### src/cfdq_pkg.sv
// Shared types and constants for the CAN frame check and dispatch block.
// Holds the request/response word structs, operation and status codes.
// No dependencies.
package cfdq_pkg;

   localparam int IDENT_W   = 11;
   localparam int LENGTH_W  = 4;
   localparam int DATA_W    = 64;
   localparam int SPEED_W   = 16;
   localparam int TOTAL_W   = 32;
   localparam int OP_W      = 2;
   localparam int STATUS_W  = 3;
   localparam int CHECKED_BYTES = 7;

   localparam logic [LENGTH_W-1:0] MIN_LENGTH = 4'd8;

   localparam logic [IDENT_W-1:0] SENSOR_IDENT_RESET  = 11'h001;
   localparam logic [IDENT_W-1:0] MACHINE_IDENT_RESET = 11'h002;

   // Register indexes of the csr port
   localparam logic CSR_SENSOR_IDENT  = 1'b0;
   localparam logic CSR_MACHINE_IDENT = 1'b1;

   localparam logic [OP_W-1:0] OP_FRAME       = 2'd0;
   localparam logic [OP_W-1:0] OP_POP_SENSOR  = 2'd1;
   localparam logic [OP_W-1:0] OP_POP_MACHINE = 2'd2;

   localparam logic [STATUS_W-1:0] ST_STORED_SENSOR  = 3'd0;
   localparam logic [STATUS_W-1:0] ST_STORED_MACHINE = 3'd1;
   localparam logic [STATUS_W-1:0] ST_DROPPED_FULL   = 3'd2;
   localparam logic [STATUS_W-1:0] ST_REJECTED       = 3'd3;
   localparam logic [STATUS_W-1:0] ST_POPPED         = 3'd4;
   localparam logic [STATUS_W-1:0] ST_QUEUE_EMPTY    = 3'd5;

   typedef struct packed {
      logic [OP_W-1:0]     operation;
      logic [IDENT_W-1:0]  frame_ident;
      logic                extended_flag;
      logic [LENGTH_W-1:0] length_code;
      logic [DATA_W-1:0]   payload_in;
   } req_word_type;

   typedef struct packed {
      logic [STATUS_W-1:0] status;
      logic [DATA_W-1:0]   payload_out;
      logic [SPEED_W-1:0]  spindle_speed;
      logic [TOTAL_W-1:0]  sensor_total_out;
      logic [TOTAL_W-1:0]  machine_total_out;
   } rsp_word_type;

   typedef struct packed {
      logic full;
      logic empty;
   } ring_flags_type;

endpackage

### src/cfdq_ring.sv
// One receive ring queue: entry memory, head/tail pointers, fill and push total.
// Read data of a pop is registered and holds until the next pop.
// Depends on cfdq_pkg.
module cfdq_ring
   import cfdq_pkg::*;
#(
   parameter int DEPTH = 16
) (
   input  logic                clock,
   input  logic                reset,
   input  logic                push,
   input  logic                pop,
   input  logic [DATA_W-1:0]   push_data,
   output ring_flags_type      flags,
   output logic [DATA_W-1:0]   rd_data,
   output logic [TOTAL_W-1:0]  total_in
);

   localparam int PTR_W = $clog2(DEPTH);
   localparam int CNT_W = $clog2(DEPTH + 1);

   logic [DATA_W-1:0]  store [DEPTH];
   logic [DATA_W-1:0]  rd_data_ff;
   logic [PTR_W-1:0]   head_ff, head_in;
   logic [PTR_W-1:0]   tail_ff, tail_in;
   logic [CNT_W-1:0]   fill_ff, fill_in;
   logic [TOTAL_W-1:0] total_ff;

   assign flags.full  = (fill_ff == CNT_W'(DEPTH));
   assign flags.empty = (fill_ff == '0);

   always_comb begin
      head_in  = head_ff;
      tail_in  = tail_ff;
      fill_in  = fill_ff;
      total_in = total_ff;
      if (push) begin
         tail_in  = (tail_ff == PTR_W'(DEPTH - 1)) ? '0 : tail_ff + 1'b1;
         total_in = total_ff + 1'b1;
      end
      if (pop) begin
         head_in = (head_ff == PTR_W'(DEPTH - 1)) ? '0 : head_ff + 1'b1;
      end
      if (push && !pop) begin
         fill_in = fill_ff + 1'b1;
      end else if (pop && !push) begin
         fill_in = fill_ff - 1'b1;
      end
   end

   always_ff @(posedge clock) begin
      if (reset) begin
         head_ff  <= '0;
         tail_ff  <= '0;
         fill_ff  <= '0;
         total_ff <= '0;
      end else begin
         head_ff  <= head_in;
         tail_ff  <= tail_in;
         fill_ff  <= fill_in;
         total_ff <= total_in;
      end
   end

   always_ff @(posedge clock) begin
      if (push) begin
         store[tail_ff] <= push_data;
      end
      if (pop) begin
         rd_data_ff <= store[head_ff];
      end
   end

   assign rd_data = rd_data_ff;

endmodule

### src/can_frame_check_and_dispatch_queues.sv
// Top level: checks received CAN frames, dispatches them into the sensor
// and machine rings, and serves pops. Depends on cfdq_pkg and cfdq_ring.
//
// Usage:
//   req_ channel carries one word: a received frame (operation 0) or a pop
//   of the sensor (1) or machine (2) ring. rsp_ channel returns exactly one
//   word per request: status, popped entry, spindle speed and both push
//   totals as they stand after that request.
//   csr_ port writes sensor_ident (index 0) or machine_ident (index 1);
//   write it only while no request is in flight.
// Timing:
//   A request is decided and the rings updated in the cycle it is accepted;
//   the ring read and the decision are registered in the middle stage, and
//   the response word is then registered in the output register. One word
//   is taken every cycle while req_stall is low.
// Reset:
//   Rings empty, totals zero, identifiers 1 and 2, no response pending.
// Backpressure:
//   rsp_stall holds the output register; the middle stage still fills, and
//   req_stall rises only once both stages hold a word.
module can_frame_check_and_dispatch_queues
   import cfdq_pkg::*;
#(
   parameter int QUEUE_DEPTH = 16
) (
   input  logic                clock,
   input  logic                reset,
   input  logic                req_valid,
   output logic                req_stall,
   input  req_word_type        req_payload,
   output logic                rsp_valid,
   input  logic                rsp_stall,
   output rsp_word_type        rsp_payload,
   input  logic                csr_write_enable,
   input  logic                csr_index,
   input  logic [IDENT_W-1:0]  csr_write_data
);

   logic [IDENT_W-1:0] sensor_ident_ff;
   logic [IDENT_W-1:0] machine_ident_ff;

   ring_flags_type     sensor_flags, machine_flags;
   logic [DATA_W-1:0]  sensor_rd, machine_rd;
   logic [TOTAL_W-1:0] sensor_total_in, machine_total_in;

   logic               accept;
   logic               advance_out;
   logic               sum_ok;
   logic [7:0]         byte_sum;
   logic               frame_ok;
   logic               match_sensor, match_machine;
   logic               push_sensor, push_machine;
   logic               pop_sensor, pop_machine;
   logic [STATUS_W-1:0] status_in;

   logic               mid_valid_ff;
   logic [STATUS_W-1:0] mid_status_ff;
   logic               mid_pop_sensor_ff;
   logic               mid_pop_machine_ff;
   logic [TOTAL_W-1:0] mid_sensor_total_ff;
   logic [TOTAL_W-1:0] mid_machine_total_ff;

   logic               out_valid_ff;
   rsp_word_type       out_word_ff, out_word_in;

   // Configuration
   always_ff @(posedge clock) begin
      if (reset) begin
         sensor_ident_ff  <= SENSOR_IDENT_RESET;
         machine_ident_ff <= MACHINE_IDENT_RESET;
      end else if (csr_write_enable) begin
         case (csr_index)
            CSR_SENSOR_IDENT:  sensor_ident_ff  <= csr_write_data;
            CSR_MACHINE_IDENT: machine_ident_ff <= csr_write_data;
            default: ;
         endcase
      end
   end

   // Handshake
   assign advance_out = !out_valid_ff || !rsp_stall;
   assign req_stall   = mid_valid_ff && !advance_out;
   assign accept      = req_valid && !req_stall;

   // Frame check
   always_comb begin
      byte_sum = '0;
      for (int i = 0; i < CHECKED_BYTES; i++) begin
         byte_sum = byte_sum + req_payload.payload_in[8*i +: 8];
      end
   end

   assign sum_ok   = (byte_sum == req_payload.payload_in[8*CHECKED_BYTES +: 8]);
   assign frame_ok = (req_payload.operation == OP_FRAME) && !req_payload.extended_flag
                     && (req_payload.length_code >= MIN_LENGTH) && sum_ok;
   // Equal identifiers: sensor wins
   assign match_sensor  = frame_ok && (req_payload.frame_ident == sensor_ident_ff);
   assign match_machine = frame_ok && !match_sensor
                          && (req_payload.frame_ident == machine_ident_ff);

   assign push_sensor  = accept && match_sensor && !sensor_flags.full;
   assign push_machine = accept && match_machine && !machine_flags.full;
   assign pop_sensor   = accept && (req_payload.operation == OP_POP_SENSOR)
                         && !sensor_flags.empty;
   assign pop_machine  = accept && (req_payload.operation == OP_POP_MACHINE)
                         && !machine_flags.empty;

   always_comb begin
      status_in = ST_REJECTED;
      case (req_payload.operation)
         OP_FRAME: begin
            if (match_sensor) begin
               status_in = sensor_flags.full ? ST_DROPPED_FULL : ST_STORED_SENSOR;
            end else if (match_machine) begin
               status_in = machine_flags.full ? ST_DROPPED_FULL : ST_STORED_MACHINE;
            end
         end
         OP_POP_SENSOR:  status_in = sensor_flags.empty ? ST_QUEUE_EMPTY : ST_POPPED;
         OP_POP_MACHINE: status_in = machine_flags.empty ? ST_QUEUE_EMPTY : ST_POPPED;
         default:        status_in = ST_REJECTED;
      endcase
   end

   cfdq_ring #(
      .DEPTH (QUEUE_DEPTH)
   ) u_sensor_ring (
      .clock     (clock),
      .reset     (reset),
      .push      (push_sensor),
      .pop       (pop_sensor),
      .push_data (req_payload.payload_in),
      .flags     (sensor_flags),
      .rd_data   (sensor_rd),
      .total_in  (sensor_total_in)
   );

   cfdq_ring #(
      .DEPTH (QUEUE_DEPTH)
   ) u_machine_ring (
      .clock     (clock),
      .reset     (reset),
      .push      (push_machine),
      .pop       (pop_machine),
      .push_data (req_payload.payload_in),
      .flags     (machine_flags),
      .rd_data   (machine_rd),
      .total_in  (machine_total_in)
   );

   // Middle stage: decision and total snapshot, waits for the ring read
   always_ff @(posedge clock) begin
      if (reset) begin
         mid_valid_ff <= 1'b0;
      end else if (accept) begin
         mid_valid_ff <= 1'b1;
      end else if (advance_out) begin
         mid_valid_ff <= 1'b0;
      end
   end

   always_ff @(posedge clock) begin
      if (accept) begin
         mid_status_ff        <= status_in;
         mid_pop_sensor_ff    <= pop_sensor;
         mid_pop_machine_ff   <= pop_machine;
         mid_sensor_total_ff  <= sensor_total_in;
         mid_machine_total_ff <= machine_total_in;
      end
   end

   always_comb begin
      out_word_in                   = '0;
      out_word_in.status            = mid_status_ff;
      out_word_in.sensor_total_out  = mid_sensor_total_ff;
      out_word_in.machine_total_out = mid_machine_total_ff;
      if (mid_pop_sensor_ff) begin
         out_word_in.payload_out = sensor_rd;
      end else if (mid_pop_machine_ff) begin
         out_word_in.payload_out   = machine_rd;
         out_word_in.spindle_speed = {machine_rd[7:0], machine_rd[15:8]};
      end
   end

   // Output register: hold while stalled
   always_ff @(posedge clock) begin
      if (reset) begin
         out_valid_ff <= 1'b0;
      end else if (advance_out) begin
         out_valid_ff <= mid_valid_ff;
      end
   end

   always_ff @(posedge clock) begin
      if (advance_out && mid_valid_ff) begin
         out_word_ff <= out_word_in;
      end
   end

   assign rsp_valid   = out_valid_ff;
   assign rsp_payload = out_word_ff;

endmodule

### config.mk
export PLATFORM = sky130hd
export DESIGN_NAME = can_frame_check_and_dispatch_queues
export DESIGN_NICKNAME = d
export VERILOG_FILES = /design/src/cfdq_pkg.sv /design/src/cfdq_ring.sv /design/src/can_frame_check_and_dispatch_queues.sv
export SDC_FILE = /design/constraint.sdc
export NUM_CORES = 2
export LEC_CHECK = 0
export ABC_AREA = 1
export ABC_CLOCK_PERIOD_IN_PS = 14620
export BUFFER_PORTS_ARGS = -buffer_cell sky130_fd_sc_hd__buf_4
export CORE_ASPECT_RATIO = 1.75
export CORE_MARGIN = 8
export CORE_UTILIZATION = 51
export DETAILED_ROUTE_END_ITERATION = 8
export PLACE_DENSITY = 0.67
export SLEW_MARGIN = 20
export SYNTH_ARGS = -nofsm -noshare
export SYNTH_HDL_FRONTEND = slang
export SYNTH_HIERARCHICAL = 1
export SYNTH_SLANG_ARGS = --single-unit
### constraint.sdc
create_clock -name clock -period 14.62 [get_ports clock]
set_clock_uncertainty 0.1 [all_clocks]
set_input_delay 2.193 -clock clock [delete_from_list [all_inputs] [get_ports clock]]
set_output_delay 2.193 -clock clock [all_outputs]
set_load 0.05 [all_outputs]
==> results.yml <==
placement:
  dp.cells: 10100
  io_buffers: 244
  dp_slack_ns: 4.95
  gp_congestion: 0.848
  dp_hpwl_um: 154000
grt:
  grt_use_total: 0.253
  grt_overflow_total: 0
  antenna_found_initial: 22
  grt_pass1_vias: 60900
  grt_max_degree: 243
  grt_first_pass_wirelength_um: 394000
run_status:
  status: "finished clean"
cells_and_area:
  drive_gt1_frac: 0.0954
  layoutNonFillerInstCount: 10500
  nNetsFinal: 7865
  area_delta_synth_final_pct: 11.4
synthesis:
  synth_top_area_share: 0.727
  yosysMostFrequentCell: "edfxtp_1"
  netlist_instances: 7580
  postSynthRegisterBits: 2506
  yosysTopAreaCell: "edfxtp_1"
  synth-main-ff-cell: "edfxtp_1"
  syn_avg_cell_area_um2: 13.0
  syn_area_um2: 98700
  synth-seq-area-share: 0.751
  synth-edff-count: 2392
  synth_common_cells: "edfxtp_1, nor2_1, o21ai_0, nand2_1, nand3_1"
  ys_warn_count: 6
  synth_nets: 7746
  synth_cell_types: 42
  netlist_top_cells_area: "edfxtp_1, nor2_1, o21ai_0"
  synth-async-reset-ratio: 0
setup_path:
  cp_slowest_stage_delay_ns: 0.96
  path_buf_inv: 5
  start_kind: "input pin"
  crit_path_end_kind: "flop"
  cp_max_fo: 41
  critPathKind: "in2reg"
  required_ns: 14.96
  cp_common_cell: "fa_1"
  arrival_ns: 9.23
  path_cells: "buf_4 -> inv_1 -> fa_1 -> fa_1 -> fa_1 -> inv_1 -> ha_1 -> ha_1 -> fa_1 -> or2_1 -> nand3_1 -> nand2_1 -> nor2_1 -> nand2_1 -> nor3_4 -> nand4_1 -> nor2_1 -> buf_4 -> nand2_1 -> nor2_4 -> buf_4"
  cp_top_family: "adder cells"
  cpMaxStageDelayCell: "nor2_4"
drt:
  drt_iter0_drc: 6927
  vias_per_cell: 5.98
  drc: 0
  antenna_left: 0
  wl_per_cell_um: 26.1
  via_count: 62600
  drtPass1Iterations: 6
  wirelength_um: 273000
timing:
  period_minus_slack_ns: 8.89
  whs_ns: 0.317
  worst_slack_ns: 5.73
  period_share: 0.608
  setup_tns_ns: 0
  slew_headroom: 0.226
  drv_slew: 0
  finalHoldViolCount: 0
  clock.fmax_mhz: 113
  worst_slew_pin_slew_ns: 1.16
  setup_viol: 0
  rsz0062_at_grt: "false"
floorplan:
  initial_core_util: 0.513
  design.core.area_um2: 192000
  ios: 248
  die_w_um: 349
  fp.dieArea_um2: 208000
  rows: 213
  die_h_um: 598
clock_network:
  cts_sinks: 2506
  numCtsBuffers: 217
  path_clk_slew_ns: 0.07
  root_buffer: "clkbuf_16"
  post_cts_buffers: 0
  clock_latency_ns: 0.86
  cts-htree-levels: 4
  postCtsHoldBufs: 0
  cts_buffer_depth: 4
  cts_tree: "done"
  cts_resized: 0
power_and_ir_drop:
  p_leak_uw: 0.0370
  ir_worst_vdd_uv: 107
  p_total_uw: 14400
  powerDensity_nw_per_um2: 131
min_path:
  holdCritPathClass: "reg2reg"
job:
  max_cap_viol_count: 0
report_power, final:
part	switching, µW	internal, µW	leakage [µW]
Combinational	420	162	0.0108
Clock	2550	3400	0.00357
Sequential	11.9	7870	0.0226
Total	2980	11400	0.0370
logic make-up after synthesis:
group,Yosys count,synth area share
simple gates,2616,0.106
buf+inv,672,0.0329
flops,2506,0.751
fa+ha+maj,67,0.0111
xor+xnor,49,0.00435
compound gates,1670,0.0946
layout make-up:
type | count | area (µm²)
Antenna cell | 12 | 30.0
Clock buffer | 268 | 5830
Clock inverter | 121 | 1500
Fill cell | 15000 | 82400
Inverter | 222 | 881
Multi-Input combinational cell | 4402 | 21700
Sequential cell | 2506 | 74100
Tap cell | 2580 | 3230
Timing Repair Buffer | 350 | 2740
metal layers:
| layer | track usage | part of all wire | vias up |
|---|---|---|---|
| met1 | 0.298 | 0.35 | 31100 |
| met3 | 0.0374 | 0.079 | 737 |
| li1 | - | - | 27700 |
| met5 | 0 | 0.000095 | - |
| met4 | 0.130 | 0.057 | 4 |
| met2 | 0.450 | 0.51 | 3050 |
sequential cells by signal, indices dropped and copies added (netlist names):
| name | count |
|---|---|
| u_sensor_ring/rd_data | 64 |
| rsp_valid | 1 |
| mid_status_ff | 3 |
| u_machine_ring/rd_data | 64 |
| mid_pop_sensor_ff | 1 |
| u_sensor_ring/tail_ff | 4 |
| mid_sensor_total_ff | 32 |
| u_machine_ring/total_ff | 32 |
| machine_ident_ff | 11 |
| mid_valid_ff | 1 |
| u_machine_ring/fill_ff | 5 |
| mid_pop_machine_ff | 1 |
| sensor_ident_ff | 11 |
| u_machine_ring/head_ff | 4 |
| u_sensor_ring/total_ff | 32 |
| u_machine_ring/tail_ff | 4 |
| u_sensor_ring/head_ff | 4 |
| rsp_payload | 147 |
| u_sensor_ring/store | 1024 |
| u_machine_ring/store | 1024 |
| mid_machine_total_ff | 32 |
| u_sensor_ring/fill_ff | 5 |
stage by stage:
step	util	instance area, µm²
2_1_floorplan	-	98700
3_3_place_gp	0.533	103000
3_5_place_dp	0.533	103000
4_1_cts	0.571	110000
5_1_grt	0.572	110000
6_report	0.572	110000
placed cells by master, fill, tap and decap left out, types with 10 or more instances in the layout:
cell type / n
nand2_1: 655
o211ai_1: 256
nor2_1: 1462
xor2_1: 37
inv_1: 206
dfxtp_1: 108
a21oi_1: 56
nand4_1: 28
nand3b_1: 17
fa_1: 34
clkbuf_16: 221
clkinv_2: 42
o21ai_1: 32
nor3_1: 14
nand3_1: 382
or2_2: 10
o21ai_0: 1060
ha_1: 33
clkbuf_1: 35
clkbuf_8: 12
nor2_4: 35
xnor2_1: 12
o22ai_1: 256
clkinv_1: 29
diode_2: 12
edfxtp_1: 2392
buf_4: 342
clkinvlp_4: 12
bufinv_16: 32
worst reg2reg max path, delay by kind of cell (launching register included):
kind | cells | cell delay [ns]
and+or+nand+nor | 7 | 2.87
DFF | 1 | 0.32
xor gates and xnor gates | 1 | 0.16
buffers and inverters | 2 | 1.23
worst paths after layout:
path	from	endpoint	slack [ns]	cells past startpoint
setup / recovery	req_payload[0]	u_sensor_ring/store[1][61]	5.73	21
hold / removal	mid_machine_total_ff[27]	rsp_payload[27]	0.32	0
setup reg to reg	sensor_ident_ff[8]	u_sensor_ring/store[1][61]	9.53	10
hold reg to reg	mid_machine_total_ff[27]	rsp_payload[27]	0.32	0
Note: power is estimated with default switching activity, not from simulation.
